File: config.mk
export PLATFORM = sky130hd
export DESIGN_NAME = vehicle_maneuver_sequencer
export DESIGN_NICKNAME = d
export VERILOG_FILES = /design/src/hw/rtl/vms_pkg.sv /design/src/hw/rtl/vms_front.sv /design/src/hw/rtl/vms_back.sv /design/src/hw/rtl/vehicle_maneuver_sequencer.sv
export VERILOG_INCLUDE_DIRS = /design/src /design/src/hw/rtl
export SDC_FILE = /design/constraint.sdc
export NUM_CORES = 1
export LEC_CHECK = 0
export ABC_AREA = 1
export BUFFER_PORTS_ARGS = -buffer_cell sky130_fd_sc_hd__buf_2
export CORE_ASPECT_RATIO = 0.6
export CORE_MARGIN = 4
export CORE_UTILIZATION = 28
export DETAILED_ROUTE_END_ITERATION = 12
export PLACE_DENSITY = 0.42
export SYNTH_ARGS = -nofsm -noshare
export SYNTH_HDL_FRONTEND = slang
export SYNTH_SLANG_ARGS = --single-unit
File: constraint.sdc
create_clock -name i_clk -period 10.6 [get_ports i_clk]
set_clock_uncertainty 0.1 [all_clocks]
set_input_delay 2.12 -clock i_clk [delete_from_list [all_inputs] [get_ports i_clk]]
set_output_delay 2.12 -clock i_clk [all_outputs]
set_load 0.02 [all_outputs]
File: src/hw/rtl/vehicle_maneuver_sequencer_defines.svh
`ifndef VEHICLE_MANEUVER_SEQUENCER_DEFINES_SVH
`define VEHICLE_MANEUVER_SEQUENCER_DEFINES_SVH

// same-cycle implication on i_clk, off during reset
`define VMS_ASSERT_SAME(label, ante, cons) \
    label: assert property (@(posedge i_clk) disable iff (!i_rst_n) (ante) |-> (cons)) \
        else $error("vms assertion failed");

// next-cycle implication on i_clk, off during reset
`define VMS_ASSERT_NEXT(label, ante, cons) \
    label: assert property (@(posedge i_clk) disable iff (!i_rst_n) (ante) |=> (cons)) \
        else $error("vms assertion failed");

`endif

File: src/hw/rtl/vms_pkg.sv
`default_nettype none

package vms_pkg;

    typedef enum logic [1:0] {
        REG_DRIVE_SPEED    = 2'd0,
        REG_STOP_THRESHOLD = 2'd1,
        REG_TURN_STEER     = 2'd2,
        REG_PARK_STEER     = 2'd3
    } t_reg_idx;

    localparam logic [3:0] BTN_IDX_FORWARD  = 4'd0;
    localparam logic [3:0] BTN_IDX_STOP     = 4'd1;
    localparam logic [3:0] BTN_IDX_PARK     = 4'd2;
    localparam logic [3:0] BTN_IDX_BACKWARD = 4'd3;
    localparam logic [3:0] BTN_IDX_PARALLEL = 4'd12;
    localparam logic [3:0] BTN_IDX_TURNING  = 4'd14;

    localparam logic [3:0] PARK_LAST = 4'd5;
    localparam logic [3:0] TURN_LAST = 4'd9;

    typedef enum logic [2:0] {
        BTN_NONE,
        BTN_FORWARD,
        BTN_STOP,
        BTN_PARK,
        BTN_BACKWARD,
        BTN_PARALLEL,
        BTN_TURNING
    } t_btn;

    typedef enum logic [2:0] {
        MODE_IDLE,
        MODE_FORWARD,
        MODE_STOP,
        MODE_BACKWARD,
        MODE_PARALLEL,
        MODE_TURNING,
        MODE_PARK
    } t_mode;

    typedef enum logic [2:0] {
        MAN_NONE     = 3'd0,
        MAN_FORWARD  = 3'd1,
        MAN_BACKWARD = 3'd2,
        MAN_PARALLEL = 3'd3,
        MAN_TURNING  = 3'd4
    } t_man;

    typedef enum logic [1:0] {
        DIR_ZERO,
        DIR_POS,
        DIR_NEG
    } t_dir;

    typedef enum logic [1:0] {
        KIND_STOP,
        KIND_FWD,
        KIND_BACK
    } t_kind;

    typedef struct packed {
        t_dir       spd;
        t_dir       str;
        t_kind      kind;
        logic [3:0] span;
        logic       upd;
    } t_stage;

    typedef struct packed {
        logic               tick;
        t_btn               btn;
        logic               pressed;
        logic signed [31:0] enc;
        logic signed [15:0] spd;
    } t_item;

    typedef struct packed {
        logic [11:0] drive_speed;
        logic [9:0]  stop_threshold;
        logic [6:0]  turn_steer;
        logic [6:0]  park_steer;
    } t_cfg;

    typedef struct packed {
        logic pop;
        logic pop_tick;
    } t_back_stat;

    function automatic t_stage f_turn_stage(input logic [3:0] s);
        t_stage e;
        case (s)
            4'd0:    e = '{DIR_POS,  DIR_POS,  KIND_FWD,  4'd10, 1'b0};
            4'd1:    e = '{DIR_ZERO, DIR_POS,  KIND_STOP, 4'd0,  1'b1};
            4'd2:    e = '{DIR_NEG,  DIR_NEG,  KIND_BACK, 4'd2,  1'b0};
            4'd3:    e = '{DIR_ZERO, DIR_NEG,  KIND_STOP, 4'd0,  1'b1};
            4'd4:    e = '{DIR_POS,  DIR_POS,  KIND_FWD,  4'd2,  1'b0};
            4'd5:    e = '{DIR_ZERO, DIR_POS,  KIND_STOP, 4'd0,  1'b1};
            4'd6:    e = '{DIR_NEG,  DIR_NEG,  KIND_BACK, 4'd2,  1'b0};
            4'd7:    e = '{DIR_ZERO, DIR_NEG,  KIND_STOP, 4'd0,  1'b1};
            4'd8:    e = '{DIR_POS,  DIR_POS,  KIND_FWD,  4'd5,  1'b0};
            default: e = '{DIR_ZERO, DIR_ZERO, KIND_STOP, 4'd0,  1'b0};
        endcase
        return e;
    endfunction

    function automatic t_stage f_park_stage(input logic [3:0] s);
        t_stage e;
        case (s)
            4'd0:    e = '{DIR_NEG,  DIR_NEG,  KIND_BACK, 4'd10, 1'b1};
            4'd1:    e = '{DIR_ZERO, DIR_NEG,  KIND_STOP, 4'd0,  1'b1};
            4'd2:    e = '{DIR_NEG,  DIR_POS,  KIND_BACK, 4'd2,  1'b0};
            4'd3:    e = '{DIR_ZERO, DIR_POS,  KIND_STOP, 4'd0,  1'b1};
            4'd4:    e = '{DIR_POS,  DIR_NEG,  KIND_FWD,  4'd1,  1'b0};
            default: e = '{DIR_ZERO, DIR_ZERO, KIND_STOP, 4'd0,  1'b0};
        endcase
        return e;
    endfunction

endpackage

`default_nettype wire

File: src/hw/rtl/vms_front.sv
`default_nettype none

module vms_front #(
    parameter int QUEUE_DEPTH = 2
) (
    input  logic                 i_clk,
    input  logic                 i_rst_n,
    input  logic                 i_in_valid,
    output logic                 o_in_ready,
    input  logic                 i_operation,
    input  logic [3:0]           i_button_index,
    input  logic                 i_pressed,
    input  logic signed [31:0]   i_encoder_count,
    input  logic signed [15:0]   i_measured_speed,
    output logic                 o_head_valid,
    output vms_pkg::t_item       o_head,
    input  logic                 i_pop
);
    import vms_pkg::*;

    localparam int PTR_W = (QUEUE_DEPTH > 1) ? $clog2(QUEUE_DEPTH) : 1;
    localparam int CNT_W = $clog2(QUEUE_DEPTH + 1);

    t_item             r_mem [QUEUE_DEPTH];
    logic [PTR_W-1:0]  r_wr, n_wr;
    logic [PTR_W-1:0]  r_rd, n_rd;
    logic [CNT_W-1:0]  r_count, n_count;
    t_btn              w_btn;
    t_item             w_item;
    logic              w_push;

    always_comb begin
        case (i_button_index)
            BTN_IDX_FORWARD:  w_btn = BTN_FORWARD;
            BTN_IDX_STOP:     w_btn = BTN_STOP;
            BTN_IDX_PARK:     w_btn = BTN_PARK;
            BTN_IDX_BACKWARD: w_btn = BTN_BACKWARD;
            BTN_IDX_PARALLEL: w_btn = BTN_PARALLEL;
            BTN_IDX_TURNING:  w_btn = BTN_TURNING;
            default:          w_btn = BTN_NONE;
        endcase
    end

    assign w_item = '{tick: i_operation, btn: w_btn, pressed: i_pressed,
                      enc: i_encoder_count, spd: i_measured_speed};

    assign o_in_ready   = (r_count != CNT_W'(QUEUE_DEPTH));
    assign o_head_valid = (r_count != '0);
    assign o_head       = r_mem[r_rd];
    assign w_push       = i_in_valid && o_in_ready;

    always_comb begin
        n_wr    = r_wr;
        n_rd    = r_rd;
        n_count = r_count;
        if (w_push) begin
            n_wr = (r_wr == PTR_W'(QUEUE_DEPTH - 1)) ? '0 : r_wr + PTR_W'(1);
        end
        if (i_pop) begin
            n_rd = (r_rd == PTR_W'(QUEUE_DEPTH - 1)) ? '0 : r_rd + PTR_W'(1);
        end
        if (w_push && !i_pop) begin
            n_count = r_count + CNT_W'(1);
        end else if (!w_push && i_pop) begin
            n_count = r_count - CNT_W'(1);
        end
    end

    always_ff @(posedge i_clk) begin
        if (!i_rst_n) begin
            r_wr    <= '0;
            r_rd    <= '0;
            r_count <= '0;
        end else begin
            r_wr    <= n_wr;
            r_rd    <= n_rd;
            r_count <= n_count;
        end
    end

    always_ff @(posedge i_clk) begin
        if (w_push) begin
            r_mem[r_wr] <= w_item;
        end
    end

endmodule

`default_nettype wire

File: src/hw/rtl/vms_back.sv
`default_nettype none

module vms_back (
    input  logic                 i_clk,
    input  logic                 i_rst_n,
    input  vms_pkg::t_cfg        i_cfg,
    input  logic                 i_head_valid,
    input  vms_pkg::t_item       i_head,
    output logic                 o_pop,
    output vms_pkg::t_back_stat  o_stat,
    input  logic                 i_out_ready,
    output logic                 o_out_valid,
    output logic signed [12:0]   o_speed_command,
    output logic signed [7:0]    o_steer_command,
    output logic                 o_park_brake,
    output logic [2:0]           o_maneuver_code
);
    import vms_pkg::*;

    t_mode              r_mode, n_mode;
    logic [3:0]         r_stage, n_stage;
    logic signed [31:0] r_ref, n_ref;
    logic signed [31:0] r_last, n_last;
    logic signed [12:0] r_speed, n_speed;
    logic signed [7:0]  r_steer, n_steer;
    logic               r_park, n_park;
    t_man               r_man, n_man;

    logic               r_out_valid;
    logic signed [12:0] r_out_speed;
    logic signed [7:0]  r_out_steer;
    logic               r_out_park;
    t_man               r_out_man;

    logic               w_turn;
    t_stage             w_stage;
    logic [3:0]         w_last_idx;
    logic               w_in_range;
    logic [6:0]         w_steer_mag;
    logic signed [12:0] w_drive_pos, w_drive_neg, w_seq_speed;
    logic signed [7:0]  w_steer_pos, w_steer_neg, w_seq_steer;
    logic signed [33:0] w_c34, w_r34, w_d34;
    logic [16:0]        w_spd_ext, w_mag;
    logic               w_adv;
    logic               w_load;

    assign w_turn      = (r_mode == MODE_TURNING);
    assign w_stage     = w_turn ? f_turn_stage(r_stage) : f_park_stage(r_stage);
    assign w_last_idx  = w_turn ? TURN_LAST : PARK_LAST;
    assign w_in_range  = (r_stage <= w_last_idx);
    assign w_steer_mag = w_turn ? i_cfg.turn_steer : i_cfg.park_steer;

    assign w_drive_pos = {1'b0, i_cfg.drive_speed};
    assign w_drive_neg = 13'sd0 - w_drive_pos;
    assign w_steer_pos = {1'b0, w_steer_mag};
    assign w_steer_neg = 8'sd0 - w_steer_pos;

    always_comb begin
        case (w_stage.spd)
            DIR_POS: w_seq_speed = w_drive_pos;
            DIR_NEG: w_seq_speed = w_drive_neg;
            default: w_seq_speed = '0;
        endcase
        case (w_stage.str)
            DIR_POS: w_seq_steer = w_steer_pos;
            DIR_NEG: w_seq_steer = w_steer_neg;
            default: w_seq_steer = '0;
        endcase
    end

    assign w_c34     = {{2{i_head.enc[31]}}, i_head.enc};
    assign w_r34     = {{2{r_ref[31]}}, r_ref};
    assign w_d34     = {30'd0, w_stage.span};
    assign w_spd_ext = {i_head.spd[15], i_head.spd};
    assign w_mag     = i_head.spd[15] ? (17'd0 - w_spd_ext) : w_spd_ext;

    always_comb begin
        case (w_stage.kind)
            KIND_FWD:  w_adv = (w_c34 > (w_r34 + w_d34));
            KIND_BACK: w_adv = (w_c34 < (w_r34 - w_d34));
            default:   w_adv = (w_mag < {7'd0, i_cfg.stop_threshold});
        endcase
    end

    // next state
    always_comb begin
        n_mode  = r_mode;
        n_stage = r_stage;
        n_ref   = r_ref;
        n_last  = r_last;
        n_speed = r_speed;
        n_steer = r_steer;
        n_park  = r_park;
        n_man   = r_man;
        if (o_pop) begin
            if (i_head.tick) begin
                n_last = i_head.enc;
                case (r_mode)
                    MODE_FORWARD: begin
                        n_park  = 1'b0;
                        n_speed = w_drive_pos;
                        n_steer = '0;
                        n_mode  = MODE_IDLE;
                    end
                    MODE_STOP: begin
                        n_park  = 1'b0;
                        n_speed = '0;
                        n_steer = '0;
                        n_mode  = MODE_IDLE;
                    end
                    MODE_BACKWARD: begin
                        n_park  = 1'b0;
                        n_speed = w_drive_neg;
                        n_steer = '0;
                        n_mode  = MODE_IDLE;
                    end
                    MODE_PARALLEL, MODE_TURNING: begin
                        n_park = 1'b0;
                        if (w_in_range) begin
                            n_speed = w_seq_speed;
                            n_steer = w_seq_steer;
                            if (w_adv) begin
                                if (r_stage == w_last_idx) begin
                                    n_man  = MAN_NONE;
                                    n_mode = MODE_IDLE;
                                end else begin
                                    if (w_stage.upd) begin
                                        n_ref = i_head.enc;
                                    end
                                    n_stage = r_stage + 4'd1;
                                end
                            end
                        end
                    end
                    MODE_PARK: begin
                        n_park = 1'b1;
                        n_mode = MODE_IDLE;
                    end
                    default: ;
                endcase
            end else begin
                case (i_head.btn)
                    BTN_FORWARD: begin
                        n_man = MAN_FORWARD;
                        if (i_head.pressed && r_mode == MODE_IDLE) begin
                            n_mode = MODE_FORWARD;
                        end
                    end
                    BTN_STOP: begin
                        n_man = MAN_NONE;
                        if (i_head.pressed) begin
                            n_mode = MODE_STOP;
                        end
                    end
                    BTN_PARK: begin
                        n_man = MAN_NONE;
                        if (i_head.pressed && r_mode == MODE_IDLE) begin
                            n_mode = MODE_PARK;
                        end
                    end
                    BTN_BACKWARD: begin
                        n_man = MAN_BACKWARD;
                        if (i_head.pressed && r_mode == MODE_IDLE) begin
                            n_mode = MODE_BACKWARD;
                        end
                    end
                    BTN_PARALLEL: begin
                        n_man = MAN_PARALLEL;
                        if (i_head.pressed && r_mode == MODE_IDLE) begin
                            n_ref   = r_last;
                            n_stage = '0;
                            n_mode  = MODE_PARALLEL;
                        end
                    end
                    BTN_TURNING: begin
                        n_man = MAN_TURNING;
                        if (i_head.pressed && r_mode == MODE_IDLE) begin
                            n_ref   = r_last;
                            n_stage = '0;
                            n_mode  = MODE_TURNING;
                        end
                    end
                    default: ;
                endcase
            end
        end
    end

    // handshake and result load
    always_comb begin
        o_pop           = i_head_valid && (!i_head.tick || !r_out_valid || i_out_ready);
        w_load          = o_pop && i_head.tick;
        o_stat.pop      = o_pop;
        o_stat.pop_tick = w_load;
    end

    always_ff @(posedge i_clk) begin
        if (!i_rst_n) begin
            r_mode      <= MODE_IDLE;
            r_stage     <= '0;
            r_ref       <= '0;
            r_last      <= '0;
            r_speed     <= '0;
            r_steer     <= '0;
            r_park      <= 1'b0;
            r_man       <= MAN_NONE;
            r_out_valid <= 1'b0;
        end else begin
            r_mode      <= n_mode;
            r_stage     <= n_stage;
            r_ref       <= n_ref;
            r_last      <= n_last;
            r_speed     <= n_speed;
            r_steer     <= n_steer;
            r_park      <= n_park;
            r_man       <= n_man;
            r_out_valid <= w_load || (r_out_valid && !i_out_ready);
        end
    end

    always_ff @(posedge i_clk) begin
        if (w_load) begin
            r_out_speed <= n_speed;
            r_out_steer <= n_steer;
            r_out_park  <= n_park;
            r_out_man   <= n_man;
        end
    end

    assign o_out_valid     = r_out_valid;
    assign o_speed_command = r_out_speed;
    assign o_steer_command = r_out_steer;
    assign o_park_brake    = r_out_park;
    assign o_maneuver_code = r_out_man;

endmodule

`default_nettype wire

File: src/hw/rtl/vehicle_maneuver_sequencer.sv
// Vehicle maneuver sequencer. Button items pick forward, reverse, stop, park brake, or
// the parallel-parking and turning sequences; each tick item gives exactly one result
// with the latched speed, steering, park and maneuver commands. The block takes one
// item per cycle while its queue has room: the input side only decodes and writes an
// item queue of QUEUE_DEPTH entries, and the executor retires one queued item per
// cycle, stalling only a tick whose result would overwrite an output register not yet
// taken. A result is valid in the cycle after its tick pops. Configure the registers
// over the APB port (byte addresses 0, 4, 8, 12) only while no item is in flight.
`default_nettype none

`include "vehicle_maneuver_sequencer_defines.svh"

module vehicle_maneuver_sequencer #(
    parameter int QUEUE_DEPTH = 2
) (
    input  logic                 i_clk,
    input  logic                 i_rst_n,
    input  logic                 psel,
    input  logic                 penable,
    input  logic                 pwrite,
    input  logic [3:0]           paddr,
    input  logic [31:0]          pwdata,
    output logic [31:0]          prdata,
    output logic                 pready,
    input  logic                 i_in_valid,
    output logic                 o_in_ready,
    input  logic                 i_operation,
    input  logic [3:0]           i_button_index,
    input  logic                 i_pressed,
    input  logic signed [31:0]   i_encoder_count,
    input  logic signed [15:0]   i_measured_speed,
    output logic                 o_out_valid,
    input  logic                 i_out_ready,
    output logic signed [12:0]   o_speed_command,
    output logic signed [7:0]    o_steer_command,
    output logic                 o_park_brake,
    output logic [2:0]           o_maneuver_code
);
    import vms_pkg::*;

    t_cfg        r_cfg;
    t_reg_idx    w_idx;
    logic        w_wr;
    logic        w_head_valid;
    t_item       w_head;
    logic        w_pop;
    t_back_stat  w_stat;

    assign pready = 1'b1;
    assign w_idx  = t_reg_idx'(paddr[3:2]);
    assign w_wr   = psel && penable && pwrite && pready;

    always_ff @(posedge i_clk) begin
        if (!i_rst_n) begin
            r_cfg.drive_speed    <= 12'd2000;
            r_cfg.stop_threshold <= 10'd10;
            r_cfg.turn_steer     <= 7'd45;
            r_cfg.park_steer     <= 7'd40;
        end else if (w_wr) begin
            case (w_idx)
                REG_DRIVE_SPEED:    r_cfg.drive_speed    <= pwdata[11:0];
                REG_STOP_THRESHOLD: r_cfg.stop_threshold <= pwdata[9:0];
                REG_TURN_STEER:     r_cfg.turn_steer     <= pwdata[6:0];
                REG_PARK_STEER:     r_cfg.park_steer     <= pwdata[6:0];
                default: ;
            endcase
        end
    end

    always_comb begin
        case (w_idx)
            REG_DRIVE_SPEED:    prdata = {20'd0, r_cfg.drive_speed};
            REG_STOP_THRESHOLD: prdata = {22'd0, r_cfg.stop_threshold};
            REG_TURN_STEER:     prdata = {25'd0, r_cfg.turn_steer};
            REG_PARK_STEER:     prdata = {25'd0, r_cfg.park_steer};
            default:            prdata = '0;
        endcase
    end

    vms_front #(
        .QUEUE_DEPTH(QUEUE_DEPTH)
    ) u_front (
        .i_clk           (i_clk),
        .i_rst_n         (i_rst_n),
        .i_in_valid      (i_in_valid),
        .o_in_ready      (o_in_ready),
        .i_operation     (i_operation),
        .i_button_index  (i_button_index),
        .i_pressed       (i_pressed),
        .i_encoder_count (i_encoder_count),
        .i_measured_speed(i_measured_speed),
        .o_head_valid    (w_head_valid),
        .o_head          (w_head),
        .i_pop           (w_pop)
    );

    vms_back u_back (
        .i_clk          (i_clk),
        .i_rst_n        (i_rst_n),
        .i_cfg          (r_cfg),
        .i_head_valid   (w_head_valid),
        .i_head         (w_head),
        .o_pop          (w_pop),
        .o_stat         (w_stat),
        .i_out_ready    (i_out_ready),
        .o_out_valid    (o_out_valid),
        .o_speed_command(o_speed_command),
        .o_steer_command(o_steer_command),
        .o_park_brake   (o_park_brake),
        .o_maneuver_code(o_maneuver_code)
    );

    `VMS_ASSERT_NEXT(a_tick_gives_result, w_stat.pop_tick, o_out_valid)
    `VMS_ASSERT_NEXT(a_taken_result_clears, !w_stat.pop_tick && o_out_valid && i_out_ready, !o_out_valid)
    `VMS_ASSERT_SAME(a_pop_needs_head, w_stat.pop, w_head_valid)
    `VMS_ASSERT_SAME(a_code_in_range, o_out_valid, o_maneuver_code <= 3'd4)

endmodule

`default_nettype wire

==> results.sh, run 1 <==
export IMPL_reg2reg_slack_ns=2.41
export IMPL_worstReg2RegEnd="u_back.r_ref[3]$_SDFFE_PN0P_"
export IMPL_vias=12869
export IMPL_hp_class="flop to flop"
export IMPL_tns_ns=0
export IMPL_p_total_w=0.00462
export IMPL_synth_flop_cell="dfxtp_1"
export IMPL_synthCells=1974
export IMPL_routed_wirelength_um=44500
export IMPL_synth_top_area_share_pct=25.0
export IMPL_drt_first_pass_iters=5
export IMPL_rr_worst_depth=36
export IMPL_status="complete, no violations"
export IMPL_min_to="u_back.r_last[17]$_SDFFE_PN0P_"
export IMPL_dieHeight_um=192
export IMPL_portBuffers=113
export IMPL_drc=0
export IMPL_crit_required_ns=11.01
export IMPL_crit_fanout=64
export IMPL_async_reset_ff_share_pct=0
export IMPL_slew_viol_final=0
export IMPL_die_w_um=314
export IMPL_grt_pass1_wl_um=69200
export IMPL_worstSkewPairLatency_ns=0.58
export IMPL_post_cts_buffers=0
export IMPL_clkSlewWorstSetupHoldPaths_ns=0.06
export IMPL_grt_ovfl_total=0
export IMPL_final_nets=2254
export IMPL_antenna_found_initial=1
export IMPL_critPathSlowestCell="nor2_8"
export IMPL_std_cell_rows=66
export IMPL_ys_warn_count=0
export IMPL_drv_cap=0
export IMPL_core_um2=54900
export IMPL_yosysTopAreaCell="edfxtp_1"
export IMPL_path_class="flop to flop"
export IMPL_worstPathArrival_ns=8.60
export IMPL_cts_htree_levels=1
export IMPL_ir_drop_v=0.000134
export IMPL_worstSetupStartpoint="u_back.r_mode[1]$_SDFFE_PN0P_"
export IMPL_hp_start="u_back.r_last[17]$_SDFFE_PN0P_"
export IMPL_grt_max_degree=65
export IMPL_start_util_pct=28.7
export IMPL_hold_violations=0
export IMPL_synth_ff_latch_count=277
export IMPL_setup_slack_ns=2.41
export IMPL_syn_avg_cell_area_um2=7.97
export IMPL_holdPathStages=2
export IMPL_cpMostUsedCell="nand2_1"
export IMPL_cp_end_kind="flop"
export IMPL_crit_path_max_incr_delay_ns=0.80
export IMPL_grt_usage_pct=14.6
export IMPL_tightestPinTransition_ns=1.10
export IMPL_synth_edf_count=131
export IMPL_syn_area_um2=15700
export IMPL_via_per_inst=4.55
export IMPL_nFillCells=5804
export IMPL_ys_types=63
export IMPL_ctsHoldBuffers=0
export IMPL_multiInputGateArea_um2=7570
export IMPL_routabilityCongestion=0.852
export IMPL_yosysSeqAreaShare_pct=43.6
export IMPL_finalSetupViolCount=0
export IMPL_powerDensity_nw_per_um2=259
export IMPL_synth_area_leaders="edfxtp_1, dfxtp_1, nand2_1"
export IMPL_final_layout_size_suffix_gt1_share_pct=11.2
export IMPL_regArea_um2=6860
export IMPL_min_period_ns=8.19
export IMPL_dieArea_um2=60200
export IMPL_drtIter0Drc=861
export IMPL_root_buffer="clkbuf_16"
export IMPL_reg2reg_from="u_back.r_mode[1]$_SDFFE_PN0P_"
export IMPL_pre_cts_ws_ns=2.48
export IMPL_maxSlewHeadroom_pct=26.7
export IMPL_fmax_mhz=122
export IMPL_wl_per_cell_um=15.7
export IMPL_numCtsBuffers=31
export IMPL_grt_setup_unrepaired="no"
export IMPL_crit_path_start_kind="flop"
export IMPL_fin_crit_sh_pct=77.3
export IMPL_cts_resized=0
export IMPL_hpwlAfterDp_um=32400
export IMPL_area_growth_pct=13.5
export IMPL_grt_pass1_vias=11945
export IMPL_cts_tree="built"
export IMPL_io_pins=157
export IMPL_ant_nets=0
export IMPL_cellLeakagePower_nw=7.78
export IMPL_diodes=0
export IMPL_clkSinkCount=277
export IMPL_clk_path_buf_depth=3
-- layout by cell type (no fill, tap or decap), drive strengths merged, types with 61 or more instances in the layout --
| cell | synthesis | final |
|---|---|---|
| inv | 235 | 236 |
| dfxtp | 146 | 146 |
| nand3 | 81 | 81 |
| buf | 41 | 123 |
| edfxtp | 131 | 131 |
| ha | 98 | 98 |
| nor2 | 144 | 144 |
| a21oi | 159 | 159 |
| o21ai | 185 | 185 |
| nand2 | 512 | 512 |
| xor2 | 61 | 61 |
-- critical path: cells and delay by family (launching register included) --
| kind | cells | cell delay, ns |
|---|---|---|
| DFF | 1 | 0.48 |
| AOI/OAI and AO/OA | 5 | 1.33 |
| and+or+nand+nor | 23 | 4.12 |
| buffers and inverters | 4 | 0.90 |
| adders and majority gates | 3 | 0.91 |
| xor gates and xnor gates | 1 | 0.16 |
-- power by group --
group	switching, W	internal, W	total [W]	leakage, nW
logic	0.00147	0.000685	0.00216	4.89
clock network	0.000446	0.000603	0.00105	0.475
registers	0.0000896	0.00133	0.00142	2.42
-- metal layers --
layer	track usage, %	share of wire [%]
met1	23.9	56
met2	19.6	37
met3	2.25	4.6
met4	2.74	1.7
met5	0	0.025
-- registers in the layout, indices dropped and copies added (netlist names), 3 cells and up, named ones only --
signal and count:
r_cfg 36, u_back.o_maneuver_code 3, u_back.o_speed_command 13, u_back.o_steer_command 8, u_back.r_last 32, u_back.r_man 3, u_back.r_mode 3, u_back.r_ref 32
u_back.r_speed 13, u_back.r_stage 4, u_back.r_steer 8, u_front.r_mem 106
-- metrics by stage --
step,cells,utilization (%),hold WS [ns],cell area [um2]
after CTS,2829,32.5,0.355,17900
after global placement,2772,30.8,0.340,16900
after global routing,2829,32.5,0.374,17900
final,2829,32.5,0.353,17900
after detailed placement,2772,30.8,0.339,16900
after floorplan,1993,-,0.326,15800
-- cell type report --
| cell class | instances | area share (%) |
|---|---|---|
| timing repair buffer | 123 | 3.58 |
| inverter | 238 | 5.01 |
| multi-input combinational | 1386 | 42.4 |
| tap | 748 | 5.24 |
| clock inverter | 16 | 0.714 |
| sequential | 277 | 38.4 |
| clock buffer | 41 | 4.72 |
-- Yosys cell counts, types with 5 or more instances --
cell type,number
a21o_1,5
xnor2_1,8
a31oi_1,7
o21ai_0,146
nand2_1,504
nand3_1,78
nand2_2,8
buf_4,26
xor2_1,61
nand4_1,17
buf_6,6
inv_1,230
ha_1,98
edfxtp_1,131
o22ai_1,11
o211ai_1,11
nor3_1,24
nor2_1,138
a21oi_2,28
clkbuf_1,51
buf_2,5
dfxtp_1,146
a21oi_1,129
o21ai_1,36
-- logic make-up after synthesis --
kind of cell               Yosys count  share of synthesized area (%)
muxes                                1                         0.0636
DFF                                277                           43.6
AOI/OAI and AO/OA                  401                           14.5
and+or+nand+nor                    794                           21.0
adders and majority gates          100                           8.05
buffers and inverters              330                           8.90
xor gates and xnor gates            69                           3.84
other                                2                         0.0477
-- worst max path at each step --
stage / to / slack (ns) / cells after the start
after floorplan: u_back.r_ref[2]$_SDFFE_PN0P_ / 4.86 / 40
after global placement: u_back.r_ref[3]$_SDFFE_PN0P_ / 2.59 / 36
after detailed placement: u_back.r_ref[0]$_SDFFE_PN0P_ / 2.48 / 40
after CTS: u_back.r_ref[0]$_SDFFE_PN0P_ / 2.46 / 38
after global routing: u_back.r_ref[3]$_SDFFE_PN0P_ / 1.52 / 38
final: u_back.r_ref[3]$_SDFFE_PN0P_ / 2.41 / 36
Power figures use the tool's default switching activity.
==> inputs of run 2 (changes only) <==
--- a/config.mk
+++ b/config.mk
@@ -6,7 +6,7 @@
 export SDC_FILE = /design/constraint.sdc
 export NUM_CORES = 1
 export LEC_CHECK = 0
-export ABC_AREA = 1
+export ABC_AREA = 0
 export BUFFER_PORTS_ARGS = -buffer_cell sky130_fd_sc_hd__buf_2
 export CORE_ASPECT_RATIO = 0.6
 export CORE_MARGIN = 4
==> constraint.sdc (replaced) <==
create_clock -name i_clk -period 8.05 [get_ports i_clk]
set_clock_uncertainty 0.1 [all_clocks]
set_input_delay 1.61 -clock i_clk [delete_from_list [all_inputs] [get_ports i_clk]]
set_output_delay 1.61 -clock i_clk [all_outputs]
set_load 0.02 [all_outputs]
==> results.sh, run 2 <==
export IMPL_fmax_mhz=136
export IMPL_ir_drop_v=0.000154
export IMPL_synthCells=1579
export IMPL_crit_required_ns=8.40
export IMPL_cts_htree_levels=1
export IMPL_drc=0
export IMPL_crit_fanout=10
export IMPL_hpwlAfterDp_um=29300
export IMPL_cts_resized=0
export IMPL_yosysSeqAreaShare_pct=43.9
export IMPL_diodes=0
export IMPL_final_nets=1851
export IMPL_clkSinkCount=277
export IMPL_min_period_ns=7.34
export IMPL_fin_crit_sh_pct=91.1
export IMPL_yosysTopAreaCell="edfxtp_1"
export IMPL_drtIter0Drc=730
export IMPL_whs_ns=0.394
export IMPL_core_um2=54700
export IMPL_grt_usage_pct=13.5
export IMPL_final_layout_size_suffix_gt1_share_pct=13.4
export IMPL_cpMostUsedCell="ha_1"
export IMPL_synth_fa_ha_area_share_pct=8.12
export IMPL_tns_ns=0
export IMPL_multiInputGateArea_um2=8050
export IMPL_numPlacedInstances=2371
export IMPL_top_register="u_front.r_mem"
export IMPL_nFillCells=5749
export IMPL_crit_path_start_kind="flop"
export IMPL_grt_pass1_vias=10674
export IMPL_worstSkewPairLatency_ns=0.58
export IMPL_slew_viol_final=0
export IMPL_worstPathArrival_ns=7.68
export IMPL_drv_cap=0
export IMPL_status="complete, no violations"
export IMPL_die_w_um=313
export IMPL_hp_class="flop to flop"
export IMPL_crit_path_max_incr_delay_ns=0.42
export IMPL_area_growth_pct=14.1
export IMPL_portBuffers=113
export IMPL_routabilityCongestion=0.800
export IMPL_clk_path_buf_depth=3
export IMPL_regArea_um2=6860
export IMPL_synth_top_area_share_pct=25.2
export IMPL_wl_per_cell_um=17.0
export IMPL_pre_cts_ws_ns=0.660
export IMPL_synth_top_family_by_area="simple AND/OR/NAND/NOR gates"
export IMPL_antenna_found_initial=5
export IMPL_layout_common_cells="nand2_1, dfxtp_1, edfxtp_1, buf_2, nor2_1"
export IMPL_cp_end_kind="flop"
export IMPL_final_common_cell="nand2_1"
export IMPL_synthMuxAreaShare_pct=7.14
export IMPL_synthXorXnorAreaFrac_pct=4.83
export IMPL_ys_warn_count=0
export IMPL_ys_types=88
export IMPL_largest_reg_flops=106
export IMPL_setup_slack_ns=0.715
export IMPL_grt_pass1_wl_um=63800
export IMPL_start_util_pct=28.5
export IMPL_synth_flop_cell="dfxtp_1"
export IMPL_via_per_inst=4.72
export IMPL_finalSetupViolCount=0
export IMPL_std_cell_rows=66
export IMPL_root_buffer="clkbuf_16"
export IMPL_synth_commonest_cells="nand2_1, dfxtp_1, edfxtp_1, nor2_1, ha_1"
export IMPL_cellLeakagePower_nw=7.19
export IMPL_crit_buf_inv=3
export IMPL_cp_top_family="simple AND/OR/NAND/NOR gates"
export IMPL_grt_setup_unrepaired="yes"
export IMPL_cts_tree="built"
export IMPL_synth_compound_area_share_pct=14.3
export IMPL_clkSlewWorstSetupHoldPaths_ns=0.08
export IMPL_dieHeight_um=191
export IMPL_grt_max_degree=91
export IMPL_p_total_w=0.00499
export IMPL_routed_wirelength_um=41200
export IMPL_fin_cells=2424
export IMPL_critPathSlowestCell="or3_1"
export IMPL_grt_ovfl_total=0
export IMPL_synth_area_leaders="edfxtp_1, dfxtp_1, ha_1"
export IMPL_path_class="flop to flop"
export IMPL_tightestPinTransition_ns=1.14
export IMPL_async_reset_ff_share_pct=0
export IMPL_io_pins=157
export IMPL_numCtsBuffers=29
export IMPL_hold_violations=0
export IMPL_ant_nets=0
export IMPL_synth_edf_count=131
export IMPL_synth_most_common_cell="nand2_1"
export IMPL_synth_simple_area_share_pct=16.6
export IMPL_ctsHoldBuffers=0
export IMPL_synth_ff_latch_count=277
export IMPL_vias=11443
export IMPL_drt_first_pass_iters=5
export IMPL_post_cts_buffers=0
export IMPL_powerDensity_nw_per_um2=281
export IMPL_dieArea_um2=59700
export IMPL_syn_avg_cell_area_um2=9.88
export IMPL_maxSlewHeadroom_pct=23.8
export IMPL_syn_area_um2=15600
export IMPL_top_regs="u_front.r_mem (106), r_cfg (36)"
[run 2: report_power, final]
| part | internal [W] | switching (W) | total, W | leakage (nW) |
|---|---|---|---|---|
| sequential | 0.00170 | 0.000141 | 0.00184 | 2.42 |
| combinational | 0.000699 | 0.00106 | 0.00176 | 4.29 |
| clock | 0.000795 | 0.000595 | 0.00139 | 0.478 |
[run 2: worst paths after layout]
| check | depth (start not counted) | start | to | slack (ns) |
|---|---|---|---|---|
| max | 30 | u_back.r_stage[0]$_SDFFE_PN0N_ | flop | 0.71 |
| min | 2 | u_back.r_ref[0]$_SDFFE_PN0P_ | u_back.r_ref[0]$_SDFFE_PN0P_ | 0.39 |
| max reg2reg | 30 | u_back.r_stage[0]$_SDFFE_PN0N_ | flop | 0.71 |
| min reg2reg | 2 | u_back.r_ref[0]$_SDFFE_PN0P_ | u_back.r_ref[0]$_SDFFE_PN0P_ | 0.39 |
[run 2: metal layers]
metal / GRT usage [%] / vias up / routed length [um]
li1: - / 5758 / -
met5: 0 / - / 44
met1: 22.6 / 5447 / 23600
met3: 3.11 / 47 / 2290
met2: 16.9 / 183 / 14700
met4: 2.03 / 8 / 585
[run 2: cell families (layout without fill, tap and decap cells)]
kind of cell,count (synthesis),in the layout
buffers and inverters,177,255
xor gates and xnor gates,86,86
and+or+nand+nor,531,531
other,2,21
DFF,277,277
AOI/OAI and AO/OA,307,307
muxes,99,99
adders and majority gates,100,100
[run 2: final cells by class]
class / instances / area share (%)
inverter: 71 / 1.50
tap: 748 / 5.26
sequential: 277 / 38.6
clock buffer: 38 / 4.47
multi-input combinational: 1144 / 45.3
timing repair buffer: 131 / 4.02
clock inverter: 15 / 0.942
[run 2: worst reg2reg max path: cells and delay by family, from the launching register on]
family / cells / cell delay (ns)
XOR/XNOR: 1 / 0.19
buffers and inverters: 3 / 0.46
AND/OR/NAND/NOR: 15 / 3.10
AO/OA/AOI/OAI: 6 / 1.42
flip-flops: 1 / 0.37
adder cells (fa/ha/maj): 4 / 1.23
multiplexers: 1 / 0.34
[run 2: per-stage QoR]
step / utilization, % / instance area (um2)
final: 32.6 / 17800
after detailed placement: 30.8 / 16800
after floorplan: - / 15700
after global placement: 30.8 / 16800
after global routing: 32.6 / 17800
after CTS: 32.5 / 17800
